[src/sv/fgn_mul.sv]
// Shared signed 33 by 33 multiplier with a registered product.
`timescale 1ns / 1ps

module fgn_mul (
	input  logic               clk,
	input  logic               en,
	input  logic signed [32:0] a,
	input  logic signed [32:0] b,
	output logic signed [65:0] prod_q
);

	always_ff @(posedge clk) begin
		if (en) begin
			prod_q <= a * b;
		end
	end

endmodule

[config.mk]
export PLATFORM = sky130hd
export DESIGN_NAME = fgn_mul
export DESIGN_NICKNAME = d
export VERILOG_FILES = /design/src/sv/fgn_mul.sv
export SDC_FILE = /design/constraint.sdc
export NUM_CORES = 2
export LEC_CHECK = 0
export BUFFER_PORTS_ARGS = -buffer_cell sky130_fd_sc_hd__buf_2
export CAP_MARGIN = 40
export CORE_AREA = 5 5 286 288
export DETAILED_ROUTE_END_ITERATION = 10
export DIE_AREA = 0 0 291 293
export GPL_ROUTABILITY_DRIVEN = 0
export PLACE_DENSITY = 0.69
export SLEW_MARGIN = 5
export SYNTH_ARGS = -nofsm -noshare
export SYNTH_HDL_FRONTEND = slang
export SYNTH_SLANG_ARGS = --single-unit
[constraint.sdc]
create_clock -name clk -period 9.4 [get_ports clk]
set_clock_uncertainty 0.1 [all_clocks]
set_input_delay 0.94 -clock clk [delete_from_list [all_inputs] [get_ports clk]]
set_output_delay 0.94 -clock clk [all_outputs]
set_load 0.01 [all_outputs]
==> metrics <==
min-delay worst type=in2reg; Synth Net Count=5768; register area share after synthesis=0.04788; # hold bufs at CTS=0; cell row count=~100; most frequent cells in the layout=fa_1 (1145), inv_1 (1131), and2_1 (562); Post-synth top flop=edfxtp_1; share of post-route cells with drive strength above 1=0.05489; top-area cell type share of the netlist area=0.5537; first-pass GRT wire length=172.7 mm; crit path max fanout=29; Final ANT Viol Nets=0; DR WL/cell=20.03 microns; CTS tree=done; Async SR Flop Fraction=0; vias in the first global route=31560; outcome=finished clean; CP arrival=8.87 ns; largest register by flop count=prod_q; worst min-delay path startpoint=en; minimum clock period=just under 9 ns; final hold violation count=0; Die Height=293 microns; Final Setup Violations=0; hold path cells=1; IO Pins=134; synth top area cells=fa_1 (55%), inv_1 (10%), and2_1 (8.5%), ha_1 (6.6%), nand2_1 (5.0%); area leader, netlist=fa_1; IO Port Bufs=between 100 and 150; unrepaired setup endpoints after global routing=false; fmax=113.5 MHz; Post-Synthesis Cells=approximately 4300; core area=0.07861 sq mm; final period utilization=0.9370; most common cell after layout, fill and taps aside=fa_1; largest net degree at the start of global routing=53; Total Neg Setup Slack=0 ns; CP required=9.47 ns; global route overflow=0; Area Overhead vs Synth=4.440%; starting density of the core=0.5266; Tot GR Track Use=0.2599; DR vias/cell=5.365; CTS Buf Count=9; post-synth cell types=80; Worst-Margin Slew=0.8866 ns; Worst Hold Path EP=prod_q[61]$_DFFE_PP_; Crit Path Class=in2reg; MaxCap Viol Count=0; CP Launch Type=input pin; cts repair resizes=0; htree depth=3; Die Footprint=roughly 0.085 sq mm; EDFF count, synth=66; # DRC=0; Largest regs=prod_q x66; CTS Buffer Depth=2; Post-DP HPWL=91.88 mm; final setup margin=0.5924 ns; initial antenna violation count=6; CP Capture Type=flop; final wirelength=between 100 and 150 mm; sinks on the clock net=66; die width=291 microns; DR vias=roughly 29000; drt pass-1 iters=5; Slew headroom=0.4090; Seq cells post-synth=between 60 and 70; fin. max-slew vios=0; initial drt markers=1707; Clock transition at path regs=0.06 ns; max FFs per register=66; Post-Synthesis Cell Area=approximately 0.041 sq mm; CTS root buf=clkbuf_16; dpl ws=0.4179 ns; Syn Area/Cell=9.542 sq um; synth warn=0; Final #Nets=~5700; post-CTS setup buffers=0
-- metrics by stage --
stage,instance area [sq um],hold WS [ns],cells,util
2_1_floorplan,41390,0.9525,4338,-
3_3_place_gp,42910,1.255,5351,0.5458
3_5_place_dp,42920,1.254,5352,0.5460
4_1_cts,43220,0.9257,5368,0.5498
5_1_grt,43230,0.9371,5371,0.5499
6_report,43230,0.9348,5372,0.5499
-- logic make-up after synthesis --
family | Yosys count | share of synthesized area
adders and majority gates | 1362 | 0.6193
AOI/OAI and AO/OA | 219 | 0.04002
buffers and inverters | 1352 | 0.1231
and+or+nand+nor | 1271 | 0.1553
xor gates and xnor gates | 68 | 0.01439
DFF | 66 | 0.04788
-- layout make-up --
cell class / instances / area, sq um
clock inverter: 7 / 76.32
tap: 1050 / 1314
fill: 7167 / 35380
clock buffer: 9 / 225.2
antenna: 4 / 10.01
multi-input combinational: 2920 / 34320
inverter: 1131 / 4245
timing repair buffer: 185 / 1064
sequential: 66 / 1982
-- routing by layer --
metal / GRT usage / up-vias / share of wire
met5: 0 / - / 0.00018
met2: 0.4660 / 1002 / 0.53
li1: - / 12340 / -
met1: 0.3140 / 15180 / 0.36
met4: 0.1263 / 2 / 0.060
met3: 0.03076 / 293 / 0.054
-- worst max-delay path by stage --
| stage | startpoint | end | slack [ns] | depth (start not counted) |
|---|---|---|---|---|
| 2_1_floorplan | a[32] | prod_q[62]$_DFFE_PP_ | 0.99 | 23 |
| 3_3_place_gp | b[10] | prod_q[64]$_DFFE_PP_ | 0.29 | 25 |
| 3_5_place_dp | b[10] | prod_q[60]$_DFFE_PP_ | 0.42 | 25 |
| 4_1_cts | b[10] | prod_q[64]$_DFFE_PP_ | 0.75 | 25 |
| 5_1_grt | b[9] | prod_q[64]$_DFFE_PP_ | 0.20 | 22 |
| 6_report | b[10] | prod_q[64]$_DFFE_PP_ | 0.59 | 25 |
-- synthesized netlist by cell type, types with 4 or more instances --
| library cell | count |
|---|---|
| o21ai_0 | 25 |
| o211ai_1 | 4 |
| a21o_1 | 36 |
| buf_2 | 11 |
| nor2b_1 | 5 |
| and2_1 | 562 |
| and3_1 | 5 |
| nand3_1 | 25 |
| inv_1 | 1131 |
| o21bai_1 | 11 |
| a211oi_1 | 7 |
| xnor2_1 | 43 |
| nor3_1 | 7 |
| nand4_1 | 11 |
| nor2_1 | 68 |
| ha_1 | 217 |
| o21a_1 | 6 |
| nand2_1 | 551 |
| and4_1 | 5 |
| edfxtp_1 | 66 |
| a211o_1 | 6 |
| xor2_1 | 25 |
| a21oi_1 | 57 |
| nand2b_1 | 12 |
| o21ai_1 | 6 |
| clkbuf_1 | 208 |
| a31oi_1 | 8 |
| fa_1 | 1145 |
-- worst max-delay path: stages --
cell and delay (ns):
buf_2 0.64, buf_4 0.33, nand2_1 0.11, fa_1 0.55, inv_1 0.06, fa_1 0.54, inv_1 0.06, fa_1 0.53
inv_1 0.05, fa_1 0.48, fa_1 0.63, fa_1 0.45, fa_1 0.49, inv_1 0.05, fa_1 0.48, inv_1 0.04
ha_1 0.40, nand3_1 0.23, nor2_1 0.30, nand2_1 0.14, nor3_1 0.54, o311ai_4 0.29, nand3_2 0.20, a211oi_1 0.09
a311oi_1 0.26
Power is left out: the tool's default activity adds up to more than one toggle a clock period on the data nets, which glitch-free logic cannot reach.
