==> src/sv/fgn_perm_ram.sv <==
// Permutation table: 256 bytes, one write port and one registered read port.
`timescale 1ns / 1ps

module fgn_perm_ram (
	input  logic       clk,
	input  logic       we,
	input  logic [7:0] waddr,
	input  logic [7:0] wdata,
	input  logic [7:0] raddr,
	output logic [7:0] rdata
);

	logic [7:0] mem [256];

	always_ff @(posedge clk) begin
		if (we) begin
			mem[waddr] <= wdata;
		end
		rdata <= mem[raddr];
	end

endmodule

==> config.mk <==
export PLATFORM = sky130hd
export DESIGN_NAME = fgn_perm_ram
export DESIGN_NICKNAME = d
export VERILOG_FILES = /design/src/sv/fgn_perm_ram.sv
export SDC_FILE = /design/constraint.sdc
export NUM_CORES = 2
export LEC_CHECK = 0
export ABC_AREA = 0
export BUFFER_PORTS_ARGS = -buffer_cell sky130_fd_sc_hd__buf_2
export CORE_MARGIN = 5
export CORE_UTILIZATION = 45
export DETAILED_ROUTE_END_ITERATION = 10
export GPL_TIMING_DRIVEN = 0
export PLACE_DENSITY = 0.68
export SLEW_MARGIN = 0
export SYNTH_ARGS = -nofsm -noshare
export SYNTH_HDL_FRONTEND = slang
export SYNTH_SLANG_ARGS = --single-unit
==> constraint.sdc <==
create_clock -name clk -period 2.4 [get_ports clk]
set_input_delay 0.12 -clock clk [delete_from_list [all_inputs] [get_ports clk]]
set_output_delay 0.12 -clock clk [all_outputs]
set_load 0.05 [all_outputs]
==> flow_summary_export.csv <==
group,metric,value,unit
status,status,"finished, violations left",
status,failed_checks,"setup timing",
sta,hold_viol_final,0,
grt,grt_pass1_vias,40500,
sta,rsz0062_at_grt,"yes",
sta,whs,0.180,ns
run,drv_cap,0,
logic_synthesis,async_flop_share,0,%
worst_setup_path,critPathMaxFanout,10,
logic_synthesis,yosys.area.top_type_share,77.3,%
sta,finClkSkew,0.0322,ns
clock_tree,cts.sinks,2056,
clock_tree,cts_buffers,199,
routing,drtPass1Iterations,6,
logic_synthesis,syn-num-nets,3759,
routing,post_drt_wl_per_cell,36.1,um
clock_tree,clk_pin_slew,0.07,ns
pwr,seqPwrFrac,53.8,%
die,dieWidth,430,um
placement,hpwl,153,mm
routing,remaining_drc_errors,0,
logic_synthesis,synthTopCellsByCount,"2,048 x edfxtp_1, 454 x mux4_2, 282 x nor2_1, 134 x mux2i_1, 133 x a22oi_1",
logic_synthesis,synth_cell_types,55,
logic_synthesis,synth_edf_count,2048,
pwr,power,73.7,mW
logic_synthesis,yosysTopAreaCell,"edfxtp_1",
sta,maxSlewHeadroom,4.85,%
cells_and_area,fin_area,0.0904,sq mm
sta,layout_min_cycle_time,2.60,ns
die,die_h,430,um
grt,grt-ovfl-total,0,
pwr,cellPowerDensity,815,mW/mm^2
sta,worstMarginPinSlew,1.42,ns
cells_and_area,layout-drive-gt1-share,28.0,%
clock_tree,root_buffer,"clkbuf_16",
worst_setup_path,rr_worst_depth,6,
pwr,switchingPower,16.5,mW
hold_path,hold-path-cell-count,3,
cells_and_area,syn_to_final_growth,13.7,%
logic_synthesis,synthFlopType,"edfxtp_1",
worst_setup_path,startpoint_type,"primary input",
cells_and_area,nets,4003,
die,fp.coreArea,0.176,sq mm
pwr,p_int,57.2,mW
logic_synthesis,syn_avg_cell_area,21.3,sq um
sta,fmax,384,MHz
grt,grt_first_pass_wirelength,321,mm
worst_setup_path,cp.required,2.85,ns
placement,io_buffers,26,
logic_synthesis,synth_most_common_cell,"edfxtp_1",
sta,maxSlewViolCount,0,
logic_synthesis,syn_inst,3733,
worst_setup_path,worstSetupPathType,"primary input to register",
logic_synthesis,syn-cell-area,0.0796,sq mm
clock_tree,cts_tree,"done",
pwr,combPwrFrac,6.2,%
pwr,clkPwrFrac,40.1,%
grt,antenna_found_initial,12,
sta,fin_setup_tns,-29.17,ns
worst_setup_path,crit_arrival,3.06,ns
die,io_pins,34,
worst_setup_path,cp-end-kind,"register",
placement,place_congestion,0.966,
routing,dr.first_iter.drc_count,6470,
routing,drtAntennaViolNets,0,
pwr,vdd_drop_max,830,uV
grt,grt_max_degree,154,
die,rows,154,
pwr,sw_frac_of_total,22.4,%
die,dieArea,0.185,sq mm
grt,grt_use_total,24.9,%
routing,routed_wl,234,mm
clock_tree,ctsHtreeMaxLevel,4,
logic_synthesis,yosysSeqAreaShare,77.5,%
pwr,leakagePower,27.6,nW
clock_tree,clkLatencyLatePin,0.85,ns
sta,setup_viol,400,
sta,setup_slack,-0.203,ns
logic_synthesis,ys_warn_count,0,
placement,dpl_cell_area,0.0829,sq mm
logic_synthesis,synth_area_leaders,"edfxtp_1 77%, mux4_2 13%, mux2i_1 1.7%",
routing,viasPerCell,6.43,
placement,dp_slack,-2.91,ns
logic_synthesis,synth-seq-cells,2056,
routing,vias,41700,
hold_path,hold_path.class,"primary input to register",
die,start_util,45.2,%
sta,period_share,108,%
clock_tree,cts_buffer_depth,3,
[registers in the layout, indices dropped and copies added (netlist names)]
name	count
rdata	8
mem	2048
[repair_timing]
action / 4_1_cts / 5_1_grt
hold endpoints to repair: 974 / 0
endpoints found under the setup margin: 226 / 937
resized for setup: 254 / 168
pin swaps: 7 / 16
setup buffers: 2 / 0
hold buffers: 8 / 0
[path summary, 6_finish.rpt]
check / startpoint / end / slack (ns)
max: waddr[1] / mem[230][2] / -0.20
min: waddr[1] / mem[155][6] / 0.18
max reg2reg: mem[27][5] / rdata[5] / -0.11
min reg2reg: mem[41][3] / rdata[3] / 1.31
[through the flow]
stage	utilization (%)	cells
finish	51.4	6484
global route	51.4	6481
CTS	51.1	6478
detailed placement	47.1	6108
global placement	47.0	6099
floorplan	-	3733
[area by class of cell]
| class | count | area (sq um) |
|---|---|---|
| timing repair buffer | 44 | 526 |
| fill | 13500 | 85500 |
| multi-input combinational | 1442 | 17600 |
| antenna | 7 | 17.5 |
| clock inverter | 96 | 648 |
| inverter | 2 | 11.3 |
| tap | 2340 | 2930 |
| clock buffer | 265 | 5340 |
| sequential | 2056 | 61700 |
| buffer | 232 | 1680 |
[power groups by stage]
stage                     Clock [mW]  Sequential (mW)  Combinational, mW
final                           29.5             39.6               4.55
after global routing            31.1             39.6               4.60
after CTS                       29.5             39.6               4.38
after detailed placement           0             40.4               4.14
after global placement             0             40.5               4.02
after floorplan                    0             40.5               1.92
[cell families after synthesis]
| kind of cell | Yosys count | synth area share, % |
|---|---|---|
| multiplexers | 591 | 14.6 |
| flip-flops | 2056 | 77.5 |
| AND/OR/NAND/NOR | 466 | 2.63 |
| buffers and inverters | 235 | 1.83 |
| AO/OA/AOI/OAI | 385 | 3.42 |
[worst max-delay path: stages]
cell,delay [ns]
clkbuf_1,0.37
nor2b_1,0.19
clkbuf_1,0.40
nand3_1,0.32
clkbuf_2,0.71
nor2_1,0.93
[cell usage in the layout, fill, tap and decap left out, drive strengths merged, types with 12 or more instances in the layout]
| cell | netlist | final |
|---|---|---|
| clkbuf | 111 | 376 |
| a221oi | 14 | 14 |
| o221ai | 47 | 47 |
| a211oi | 16 | 16 |
| nor3 | 22 | 22 |
| nand2 | 33 | 33 |
| o21ai | 12 | 12 |
| o22ai | 28 | 28 |
| nor2 | 282 | 282 |
| edfxtp | 2048 | 2048 |
| nor2b | 31 | 31 |
| buf | 122 | 153 |
| mux2i | 134 | 134 |
| nand3 | 34 | 34 |
| clkinv | 1 | 79 |
| nor4 | 27 | 27 |
| a21oi | 96 | 96 |
| a22oi | 133 | 133 |
| mux4 | 456 | 456 |
[layer usage]
layer	up-vias	GRT usage [%]	part of all wire, %
li1	16200	-	-
met1	21800	32.6	35
met3	565	8.02	13
met2	3141	37.6	45
met4	4	12.9	6.1
met5	-	0	0.011
No activity file was read; power rests on OpenSTA's default activity.
