`config.mk`:
```
export PLATFORM = sky130hd
export DESIGN_NAME = fgn_div
export DESIGN_NICKNAME = d
export VERILOG_FILES = /design/src/sv/fgn_div.sv
export SDC_FILE = /design/constraint.sdc
export NUM_CORES = 1
export LEC_CHECK = 0
export BUFFER_PORTS_ARGS = -buffer_cell sky130_fd_sc_hd__buf_2
export CAP_MARGIN = 20
export CORE_MARGIN = 4
export CORE_UTILIZATION = 55
export DETAILED_ROUTE_END_ITERATION = 10
export PLACE_DENSITY = 0.79
export SLEW_MARGIN = 20
export SYNTH_ARGS = -nofsm -noshare
export SYNTH_HDL_FRONTEND = slang
export SYNTH_SLANG_ARGS = --single-unit
```
`constraint.sdc`:
```
create_clock -name clk -period 5 [get_ports clk]
set_input_delay 0 -clock clk [delete_from_list [all_inputs] [get_ports clk]]
set_output_delay 0 -clock clk [all_outputs]
set_load 0.005 [all_outputs]
```
`src/sv/fgn_div.sv`:
```
// Restoring divider, one quotient bit a cycle, with a saturated signed 16-bit result.
`timescale 1ns / 1ps

module fgn_div #(
	parameter int NW = 58,
	parameter int DW = 39
) (
	input  logic                 clk,
	input  logic                 arst_n,
	input  logic                 start,
	input  logic signed [NW-1:0] dividend,
	input  logic [DW-1:0]        divisor,
	output logic                 done,
	output logic signed [15:0]   quot
);

	localparam int QW = 18;
	localparam int CW = (NW > DW + QW) ? NW : DW + QW;
	localparam int KW = $clog2(QW + 1);

	logic [NW-1:0]      rem_q;
	logic [DW+QW-2:0]   den_q;
	logic [QW-1:0]      q_q;
	logic [KW-1:0]      cnt_q;
	logic               neg_q;
	logic               run_q;
	logic               done_q;
	logic [CW-1:0]      rem_x;
	logic [CW-1:0]      den_x;
	logic [CW-1:0]      diff;
	logic               fit;
	logic signed [QW:0] sres;

	assign rem_x = CW'(rem_q);
	assign den_x = CW'(den_q);
	assign diff  = rem_x - den_x;
	assign fit   = rem_x >= den_x;

	always_ff @(posedge clk or negedge arst_n) begin
		if (!arst_n) begin
			run_q  <= 1'b0;
			done_q <= 1'b0;
			cnt_q  <= '0;
		end else begin
			done_q <= 1'b0;
			if (start) begin
				run_q <= 1'b1;
				cnt_q <= KW'(QW);
			end else if (run_q) begin
				cnt_q <= cnt_q - KW'(1);
				if (cnt_q == KW'(1)) begin
					run_q  <= 1'b0;
					done_q <= 1'b1;
				end
			end
		end
	end

	always_ff @(posedge clk) begin
		if (start) begin
			neg_q <= dividend[NW-1];
			rem_q <= dividend[NW-1] ? NW'(-dividend) : NW'(dividend);
			den_q <= {divisor, {(QW-1){1'b0}}};
			q_q   <= '0;
		end else if (run_q) begin
			if (fit) begin
				rem_q <= diff[NW-1:0];
			end
			den_q <= den_q >> 1;
			q_q   <= {q_q[QW-2:0], fit};
		end
	end

	always_comb begin
		sres = neg_q ? -$signed({1'b0, q_q}) : $signed({1'b0, q_q});
		if (sres > (QW+1)'(32767)) begin
			quot = 16'sh7FFF;
		end else if (sres < -(QW+1)'(32768)) begin
			quot = -16'sh8000;
		end else begin
			quot = sres[15:0];
		end
	end

	assign done = done_q;

endmodule

```
==> summary.txt, run 1 <==
Status - completed
RR Startpoint - rem_q[0]
Residual DRC - 0
Post-route ant nets - 0
Most common cell in the netlist - nand2_1
Initial Util - 0.5606
Drt pass-1 iters - 6
Nets@finish - 1587
Slew headroom - 0.2336
CP endpoint - rem_q[32]
P per Cell Area - 525.2 nW/µm²
CTS tree - built
Startpoint Class - register
Largest net degree at the start of global routing - 135
Syn Inst Count - 1314
Post-synth top area share - 0.2688
Die Footprint - 22220 µm²
Detail Placement HPWL - 20580 µm
Worst Skew - 0.01131 ns
Critical path class - reg2reg
Clock period minus worst slack - 4.369 ns
Setup TNS - 0 ns
CTS max path bufs - 2
Fin crit share - 0.8738
Num rows - 51
H-tree depth - 4
CP Launch Point - rem_q[0]
Placed cell count - 1628
Root buffer cell - clkbuf_16
GP Congestion - 0.9765
Mapped Nets - 1475
Avg Inst Size Synth - 8.331 µm²
Vias - 9924
Post-CTS sizing - 0
Yosys top cell by area - edfxtp_1
RSZ-0062 raised after global routing - false
Total setup buffers inserted after CTS - 0
#FFs+latches synth - 140
FMAX - 0.2289 GHz
Fin. max-slew vios - 0
Synth cell types - 65
Peak supply drop - 0.0003065 V
GR Overflow Total - 0
HP Class - in2reg
Total track usage - 0.2587
Internal reg-to-reg setup slack - 0.63 ns
Post-Syn Area - 10950 µm²
EDFF count, synth - 98
P&R area growth vs syn - 15.68%
Vias/cell - 5.821
Reg2reg end - rem_q[32]
Hold_buf cts - 44
Die Y-Extent - 149.1 µm
Total Wirelength - 28600 µm
Post-DR wirelength/cell - 16.77 µm
Clock Latency Late Sink - 0.43 ns
R2R cell count - 14
Top_reg_cell synth - edfxtp_1
Leakage power - 0.005437 µW
Asr flop ratio synth - 0.05000
Setup crit end kind - register
DIE WIDTH - 149.1 µm
I/O pin total - 117
Port bufs - 116
Synth top area cells - edfxtp_1, ha_1, nand2_1
Max Cap Viol - 0
First DRT Iteration DRCs - 1047
CTS Buf Count - 17
Total clock sinks - 140
Worst Path Max Fanout - 37
Non-filler cells, final - 1705
Top post-synthesis cells by count - nand2_1, o21ai_0, edfxtp_1, nor2_1, a21oi_1
Antenna violations before repair - 0
Share of cells above drive strength 1 - 0.1188
Critical Path RT - 5.16 ns
Worst Tran Pin Value - 1.139 ns
Final setup viols - 0
Core area - 19530 µm²
Worst-path clk slew - 0.06 ns
CP arrival - 4.53 ns
Register area share after synthesis - 0.3488
Syn. warnings - 0
First-pass GRT wire length - 46920 µm
Vias in the first global route - 9579
Final hold violations - 0
[cells in the final DEF, fill, tap and decap left out, types with 4 or more instances in the layout]
cell type      synthesis  final
nor4_1                 7      7
a221oi_1               5      5
a21o_1                28     27
or4_1                  9      9
a21oi_1               85     85
ha_1                  60     60
xor2_1                43     43
dfxtp_1               35     35
or2_2                  6      6
o41ai_1                8      8
and2_1                 5      5
nand4_1               25     25
o31ai_1               24     24
a31oi_1                8      8
a41oi_1                4      4
o21ai_0              146    146
inv_1                 80     80
nor2b_1               10     10
edfxtp_1              98     98
buf_2                  1    115
dlygate4sd3_1          0     44
dfrtp_1                7      6
nor3_1                19     19
o21a_1                 8      8
mux2i_1               41     41
nand2_1              196    196
xnor2_1               76     76
nand3_1               10     10
inv_4                  0      4
nand2b_1              12     12
a211oi_1               6      6
clkbuf_16              0     21
nor2_1                93     93
buf_4                  0      5
or3_1                 12     12
o21bai_1              20     20
a21boi_0               5      5
[critical path, cell delays in order (launching register included)]
cell and delay, ns:
edfxtp_1 0.38, inv_1 0.07, ha_1 0.13, inv_1 0.07
fa_1 0.42, a211oi_1 0.40, o21ai_0 0.21, nand2_1 0.15
a21oi_1 0.12, o211ai_1 0.27, nand4_1 0.20, a21boi_0 0.58
o21ai_0 0.16, a21o_2 0.56, buf_4 0.38
[metal layers]
| metal | up-vias | routed length (µm) | track usage |
|---|---|---|---|
| li1 | 4927 | - | - |
| met1 | 4607 | 12680 | 0.3409 |
| met2 | 339 | 13700 | 0.4302 |
| met3 | 51 | 1550 | 0.05105 |
| met4 | 0 | 665 | 0.08375 |
| met5 | - | 0 | 0 |
[state kept, by name, indices dropped and copies added, names as in the netlist]
name   count
rem_q     58
q_q       18
done       1
den_q     56
cnt_q      5
run_q      1
neg_q      1
[through the flow]
stage	total power, µW	hold slack [ns]	instance area [µm²]	util	worst slack [ns]
2_1_floorplan	4421	-0.2956	10950	-	1.188
3_3_place_gp	5170	-0.1612	11620	0.5952	0.9352
3_5_place_dp	5246	-0.1595	11620	0.5952	0.7040
4_1_cts	6597	0.002128	12660	0.6484	0.6631
5_1_grt	7134	0.01847	12660	0.6484	0.3118
6_report	6651	0.01026	12660	0.6485	0.6308
[worst min-delay path by stage]
stage                           end  slack (ns)  cells past startpoint         start
final                     rem_q[43]        0.01                      4  dividend[43]
after global routing      rem_q[41]        0.02                      4  dividend[41]
after CTS                 rem_q[43]       0.002                      4  dividend[43]
after detailed placement   cnt_q[0]       -0.16                      1        arst_n
after global placement         done       -0.16                      1        arst_n
after floorplan            cnt_q[0]       -0.30                      0        arst_n
[final cells by class]
class,count,area (µm²)
Antenna cell,1,2.502
Fill cell,1659,6863
Multi-Input combinational cell,1022,6543
Tap cell,265,331.6
Inverter,80,300.3
Clock buffer,22,529.3
Sequential cell,140,3822
Timing Repair Buffer,165,1065
Clock inverter,10,70.07
[power by group]
| group | total, µW | switching, µW | internal, µW |
|---|---|---|---|
| Sequential | 1790 | 133 | 1660 |
| Combinational | 3580 | 2150 | 1420 |
| Clock | 1280 | 524 | 758 |
[logic make-up after synthesis]
kind of cell             after synthesis  synth area share
AND/OR/NAND/NOR                      421            0.1764
AO/OA/AOI/OAI                        379            0.2172
buffers and inverters                152           0.05361
flip-flops                           140            0.3488
XOR/XNOR                             119           0.09521
adder cells (fa/ha/maj)               62           0.07132
multiplexers                          41           0.03749
Power figures use the tool's default switching activity.
==> run 2, diff against run 1 <==
Settings changed: ABC_AREA from default to 1, CTS_CLUSTER_SIZE from default to 8.
==> run 2 against run 1 <==
Synthesized cell count grew 71%. Flip-flop and latch count is the same. Die area grew 20%. Setup slack gained 1.1 ns. Non-clock buffer count grew 5. Via count grew 50%. Wire length grew 65%.
==> summary.txt, run 2 <==
Post-DR wirelength/cell - 17.23 µm (was 16.77 µm)
Vias in the first global route - 13900 (was 9579)
Worst path setup slack after routing - 1.691 ns (was 0.6308 ns)
Pwr Total - 7792 µW (was 6651 µW)
Slew headroom - 0.3954 (was 0.2336)
Port bufs - 116 (unchanged)
Synth top area cells - nand2_1, edfxtp_1, inv_1 (was edfxtp_1, ha_1, nand2_1)
Worst Skew - 0.01628 ns (was 0.01131 ns)
Total clock sinks - 140 (unchanged)
Initial Util - 0.5617 (was 0.5606)
P&R area growth vs syn - 15.04% (was 15.68%)
CP arrival - 3.37 ns (was 4.53 ns)
First-pass GRT wire length - 73480 µm (was 46920 µm)
Avg Inst Size Synth - 5.892 µm² (was 8.331 µm²)
Total track usage - 0.3528 (was 0.2587)
Clock period minus worst slack - 3.309 ns (was 4.369 ns)
Status - completed (unchanged)
Post-Syn Area - 13260 µm² (was 10950 µm²)
CP dominant cell by count - nand2_1
Most common cell in the netlist - nand2_1 (unchanged)
Final instance area - 15260 µm² (was 12660 µm²)
GR Overflow Total - 0 (unchanged)
Peak supply drop - 0.0002573 V (was 0.0003065 V)
Number of antenna diodes - 0 (was 1)
Critical Path RT - 5.06 ns (was 5.16 ns)
Filler cell count - 2224 (was 1659)
Critical path class - reg2reg (unchanged)
Post-route ant nets - 0 (unchanged)
CTS max path bufs - 2 (unchanged)
Worst Tran Pin Value - 0.9069 ns (was 1.139 ns)
Max Cap Viol - 0 (unchanged)
Pre-CTS setup slack - 1.824 ns (was 0.7040 ns)
Die Footprint - 26660 µm² (was 22220 µm²)
Slowest stage delay, CP - 0.59 ns (was 0.58 ns)
Crit-path cells - ha_1, nand2_1, nor2_1, inv_1, nor2_1, nand2_1, nor3_1, nand4_1, nand3_1, nand2_1, nand2_4 (was inv_1, ha_1, inv_1, fa_1, a211oi_1, o21ai_0, nand2_1, a21oi_1, o211ai_1, nand4_1, a21boi_0, o21ai_0, a21o_2, buf_4)
Num rows - 56 (was 51)
Crit path max-delay family - simple AND/OR/NAND/NOR gates (was compound AO/OA/AOI/OAI gates)
Setup TNS - 0 ns (unchanged)
Biggest register - rem_q (unchanged)
RSZ-0062 raised after global routing - false (unchanged)
Largest net degree at the start of global routing - 61 (was 135)
P per Cell Area - 510.7 nW/µm² (was 525.2 nW/µm²)
Worst-path clk slew - 0.07 ns (was 0.06 ns)
Synth cell types - 49 (was 65)
Core area - 23610 µm² (was 19530 µm²)
Worst Path Max Fanout - 58 (was 37)
Cell Area, Placed - 14130 µm² (was 11620 µm²)
Fin. max-slew vios - 0 (unchanged)
Top_reg_cell synth - edfxtp_1 (unchanged)
Residual DRC - 0 (unchanged)
Nets@finish - 2562 (was 1587)
Total setup buffers inserted after CTS - 0 (unchanged)
Antenna violations before repair - 0 (unchanged)
Total Wirelength - 47100 µm (was 28600 µm)
Drt pass-1 iters - 7 (was 6)
DIE WIDTH - 163.3 µm (was 149.1 µm)
Vias - 14890 (was 9924)
Largest regs - rem_q x58, den_q x56, q_q x18 (unchanged)
Share of cells above drive strength 1 - 0.07788 (was 0.1188)
Mapped Nets - 2412 (was 1475)
EDFF count, synth - 98 (unchanged)
First DRT Iteration DRCs - 1710 (was 1047)
Startpoint Class - register (unchanged)
Most frequent cells in the layout - nand2_1, inv_1, nor2_1 (was nand2_1, o21ai_0, buf_2)
Asr flop ratio synth - 0.05000 (unchanged)
#FFs+latches synth - 140 (unchanged)
Clock Latency Late Sink - 0.45 ns (was 0.43 ns)
CTS tree - built (unchanged)
CTS Buf Count - 17 (unchanged)
Top post-synthesis cells by count - nand2_1, inv_1, nor2_1, nand3_1, o21ai_0 (was nand2_1, o21ai_0, edfxtp_1, nor2_1, a21oi_1)
Register area share after synthesis - 0.2879 (was 0.3488)
Die Y-Extent - 163.3 µm (was 149.1 µm)
H-tree depth - 4 (unchanged)
HP Class - in2reg (unchanged)
FMAX - 0.3022 GHz (was 0.2289 GHz)
Post-CTS sizing - 0 (unchanged)
Detail Placement HPWL - 37180 µm (was 20580 µm)
Vias/cell - 5.448 (was 5.821)
Final hold violations - 0 (unchanged)
Syn Inst Count - 2251 (was 1314)
Syn. warnings - 0 (unchanged)
Fin crit share - 0.6618 (was 0.8738)
Post-synth top area share - 0.2335 (was 0.2688)
GP Congestion - 1.013 (was 0.9765)
Max FFs per register - 58 (unchanged)
Setup crit end kind - register (unchanged)
I/O pin total - 117 (unchanged)
Final setup viols - 0 (unchanged)
Crit-path slowest cell - nand2_4 (was a21boi_0)
Root buffer cell - clkbuf_16 (unchanged)
Yosys top cell by area - nand2_1 (was edfxtp_1)
Leakage power - 0.008054 µW (was 0.005437 µW)
Most common cell after layout, fill and taps aside - nand2_1 (unchanged)
CP bufs+invs - 1 (was 3)
run 2: metal layers:
| metal | wire length, µm | share of wire | global-route usage |
|---|---|---|---|
| met1 | 20210 | 0.43 | 0.4940 |
| met2 | 20270 | 0.43 | 0.5519 |
| met3 | 4979 | 0.11 | 0.06636 |
| met4 | 1639 | 0.035 | 0.1163 |
| met5 | 0 | 0 | 0 |
run 2: final timing paths:
check | startpoint | end | slack, ns | depth (start not counted)
hold reg to reg | den_q[0] | den_q[0] | 0.47 | 2
hold / removal | dividend[9] | rem_q[9] | 0.007 | 3
setup reg to reg | rem_q[38] | rem_q[15] | 1.69 | 11
max in group asynchronous | arst_n | run_q | 4.21 | 3
setup / recovery | rem_q[38] | rem_q[15] | 1.69 | 11
min in group asynchronous | arst_n | cnt_q[2] | 0.54 | 3
run 2: kinds of logic (layout without fill, tap and decap cells):
logic type / after synthesis / count (layout) / synth area share
AO/OA/AOI/OAI: 271 / 271 / 0.1096
XOR/XNOR: 23 / 23 / 0.01519
adder cells (fa/ha/maj): 61 / 61 / 0.05811
buffers and inverters: 463 / 626 / 0.1323
flip-flops: 140 / 140 / 0.2879
AND/OR/NAND/NOR: 1293 / 1293 / 0.3969
run 2: cell type report:
| cell class | instances | area [µm²] | share of cell area |
|---|---|---|---|
| repair buffers | 170 | 1109 | 0.07266 |
| clock inverters | 10 | 112.6 | 0.007381 |
| well taps | 319 | 399.1 | 0.02616 |
| flip-flops and latches | 140 | 3819 | 0.2503 |
| multi-input cells | 1648 | 7697 | 0.5045 |
| inverters | 424 | 1592 | 0.1043 |
| clock buffers | 22 | 529.3 | 0.03469 |
run 2: what timing repair did:
action,CTS,global route
hold endpoints to repair,53,0
hold buffers,48,0
endpoints found under the setup margin,0,0
run 2: where the power goes:
part	switching, µW	internal [µW]
logic	3210	1410
clock network	583	820
registers	119	1640
total	3920	3870
run 2: stage by stage:
| stage | cells | hold slack, ns | utilization |
|---|---|---|---|
| 6_report | 2733 | 0.007134 | 0.6461 |
| 3_3_place_gp | 2653 | -0.1630 | 0.5986 |
| 2_1_floorplan | 2251 | -0.2956 | - |
| 3_5_place_dp | 2653 | -0.1578 | 0.5986 |
| 5_1_grt | 2733 | 0.04206 | 0.6461 |
| 4_1_cts | 2733 | 0.008277 | 0.6461 |
run 2: worst register-to-register path, cell delays in order (launching register included):
cell	delay, ns
edfxtp_1	0.37
ha_1	0.37
nand2_1	0.12
nor2_1	0.26
inv_1	0.07
nor2_1	0.33
nand2_1	0.16
nor3_1	0.18
nand4_1	0.11
nand3_1	0.14
nand2_1	0.10
nand2_4	0.59
==> run 3, diff against run 2 <==
Settings changed: ABC_AREA 1 to 0.
Clock period 5 ns to 3.2 ns, I/O delays scaled along.
==> run 3 against run 2 <==
Wire length shrank 36%. Global-route usage fell by 8.7 points. Sequential power increased by 59%. Sequential share of layout area rose by 4.2 points. Combinational power is 30% higher. Count of clock-buffer cells in the layout shrank 2. Clock power is 41% higher. Die area fell by 17%.
==> summary.txt, run 3 (same netlist as run 1, synthesis figures left out) <==
Core area - 19530 µm² (was 23610 µm²)
First-pass GRT wire length - 48000 µm (was 73480 µm)
DIE WIDTH - 149.1 µm (was 163.3 µm)
RR Startpoint - rem_q[0] (was rem_q[38])
Final hold violations - 0 (unchanged)
Worst-path clk slew - 0.07 ns (about the same)
Peak supply drop - 0.0004958 V (was 0.0002573 V)
Number of antenna diodes - 0 (unchanged)
Status - completed (unchanged)
CTS tree - built (unchanged)
Crit-path cells - dlygate4sd3_1, buf_2, or4_4, or4_4, or3_4, or3_1, o31ai_4, xnor2_1, o22ai_1, nor2_1 (was ha_1, nand2_1, nor2_1, inv_1, nor2_1, nand2_1, nor3_1, nand4_1, nand3_1, nand2_1, nand2_4)
Residual DRC - 0 (unchanged)
Max Cap Viol - 0 (unchanged)
Post-route ant nets - 0 (unchanged)
FMAX - 0.3213 GHz
Cell Area, Placed - 11870 µm² (was 14130 µm²)
Post-DR wirelength/cell - 17.26 µm (was 17.23 µm)
CP arrival - 3.30 ns (was 3.37 ns)
Vias in the first global route - 9843 (was 13900)
Total clock sinks - 140 (unchanged)
Antenna violations before repair - 0 (unchanged)
Critical path class - in2reg (was reg2reg)
Placed cell count - 1654 (was 2653)
Total track usage - 0.2656 (was 0.3528)
First DRT Iteration DRCs - 1121 (was 1710)
HP Class - in2reg (unchanged)
Core Util, Final - 0.6694 (was 0.6461)
CP dominant cell by count - or4_4 (was nand2_1)
Share of cells above drive strength 1 - 0.1513 (was 0.07788)
Biggest register - rem_q (unchanged)
Register area - 3826 µm² (was 3819 µm²)
Detail Placement HPWL - 21400 µm (was 37180 µm)
Filler cell count - 1606 (was 2224)
I/O pin total - 117 (unchanged)
Fin. max-slew vios - 0 (unchanged)
Root buffer cell - clkbuf_16 (unchanged)
CTS max path bufs - 2 (unchanged)
Initial Util - 0.5606 (was 0.5617)
Num rows - 51 (was 56)
Worst Skew - 0.007526 ns (was 0.01628 ns)
Worst Path Max Fanout - 7 (was 58)
Most common cell after layout, fill and taps aside - nand2_1 (unchanged)
Largest net degree at the start of global routing - 115 (was 61)
Most frequent cells in the layout - nand2_1, o21ai_0, buf_2 (was nand2_1, inv_1, nor2_1)
CP Launch Point - dividend[32] (was rem_q[38])
Max FFs per register - 58 (unchanged)
Hold depth - 4 (was 3)
Drt pass-1 iters - 6 (was 7)
P&R area growth vs syn - 19.41% (was 15.04%)
Slew headroom - 0.3592 (was 0.3954)
H-tree depth - 4 (unchanged)
Non-filler cells, final - 1739 (was 2733)
GP Congestion - 0.9836 (was 1.013)
Setup TNS - 0 ns (unchanged)
Largest regs - rem_q x58, den_q x56, q_q x18 (unchanged)
Fin crit share - 0.9727
Die Footprint - 22220 µm² (was 26660 µm²)
Vias/cell - 5.932 (was 5.448)
GR Overflow Total - 0 (unchanged)
Startpoint Class - primary input (was register)
Total Wirelength - 30020 µm (was 47100 µm)
Clock period minus worst slack - 3.113 ns
Final instance area - 13070 µm² (was 15260 µm²)
Area of the multi-input gates - 6651 µm² (was 7697 µm²)
P per Cell Area - 824.3 nW/µm² (was 510.7 nW/µm²)
CTS Buf Count - 17 (unchanged)
Nets@finish - 1622 (was 2562)
Port bufs - 116 (unchanged)
Worst Tran Pin Value - 0.9612 ns (was 0.9069 ns)
Slowest stage delay, CP - 0.59 ns (about the same)
Die Y-Extent - 149.1 µm (was 163.3 µm)
Hold path startpoint - dividend[25] (was dividend[9])
Setup crit end kind - register (unchanged)
R2R cell count - 14 (was 11)
Crit-path slowest cell - or3_1 (was nand2_4)
Critical Path RT - 3.39 ns (was 5.06 ns)
Vias - 10320 (was 14890)
Leakage power - 0.005627 µW (was 0.008054 µW)
Final setup viols - 0 (unchanged)
Clock Latency Late Sink - 0.43 ns (was 0.45 ns)
==> run 3: final timing paths <==
| check | slack [ns] | endpoint |
|---|---|---|
| worst max register to register | 0.10 | rem_q[46] |
| worst min-delay path | 0.01 | rem_q[25] |
| max in group asynchronous | 2.40 | run_q |
| worst max-delay path | 0.09 | rem_q[51] |
| worst min register to register | 0.52 | den_q[3] |
| min in group asynchronous | 0.52 | done |
==> run 3: layout make-up <==
type                            instances  area share
Clock buffer                           20     0.03666
Clock inverter                         12    0.007658
Inverter                               80     0.02297
Multi-Input combinational cell       1023      0.5089
Sequential cell                       140      0.2927
Tap cell                              265     0.02537
Timing Repair Buffer                  199      0.1058
==> run 3: timing repair <==
action,CTS,global route
endpoints found under the setup margin,67,92
hold endpoints to repair,54,0
cloned,0,1
pin swaps,3,8
resized for setup,3,31
hold buffers,49,0
setup buffers,2,1
==> run 3: layer usage <==
layer  vias to the layer above  routed length (µm)  global-route usage
met5                         -                   0                   0
met4                         0                 835             0.09657
met3                        61                1907             0.05074
met2                       422               14520              0.4426
met1                      4846               12760              0.3457
li1                       4987                   -                   -
==> run 3: critical path: cells and delay by family <==
kind / cells / cell delay [ns]
and+or+nand+nor: 5 / 2.03
buffers and inverters: 2 / 0.69
AOI/OAI and AO/OA: 2 / 0.43
xor gates and xnor gates: 1 / 0.15
==> run 3: power breakdown <==
part / total (µW) / switching, µW / internal, µW
Clock: 1970 / 865 / 1100
Sequential: 2800 / 209 / 2590
Combinational: 6010 / 3520 / 2490
==> run 3: through the flow <==
stage          hold WS, ns  power, µW  setup slack [ns]
5_1_grt            0.02228      11480          -0.01519
3_3_place_gp       -0.1599       8332           0.06819
6_report           0.01404      10770           0.08744
2_1_floorplan      -0.2956       6908           0.02801
3_5_place_dp       -0.1574       8420          -0.07391
4_1_cts           0.001203      10540           0.01127
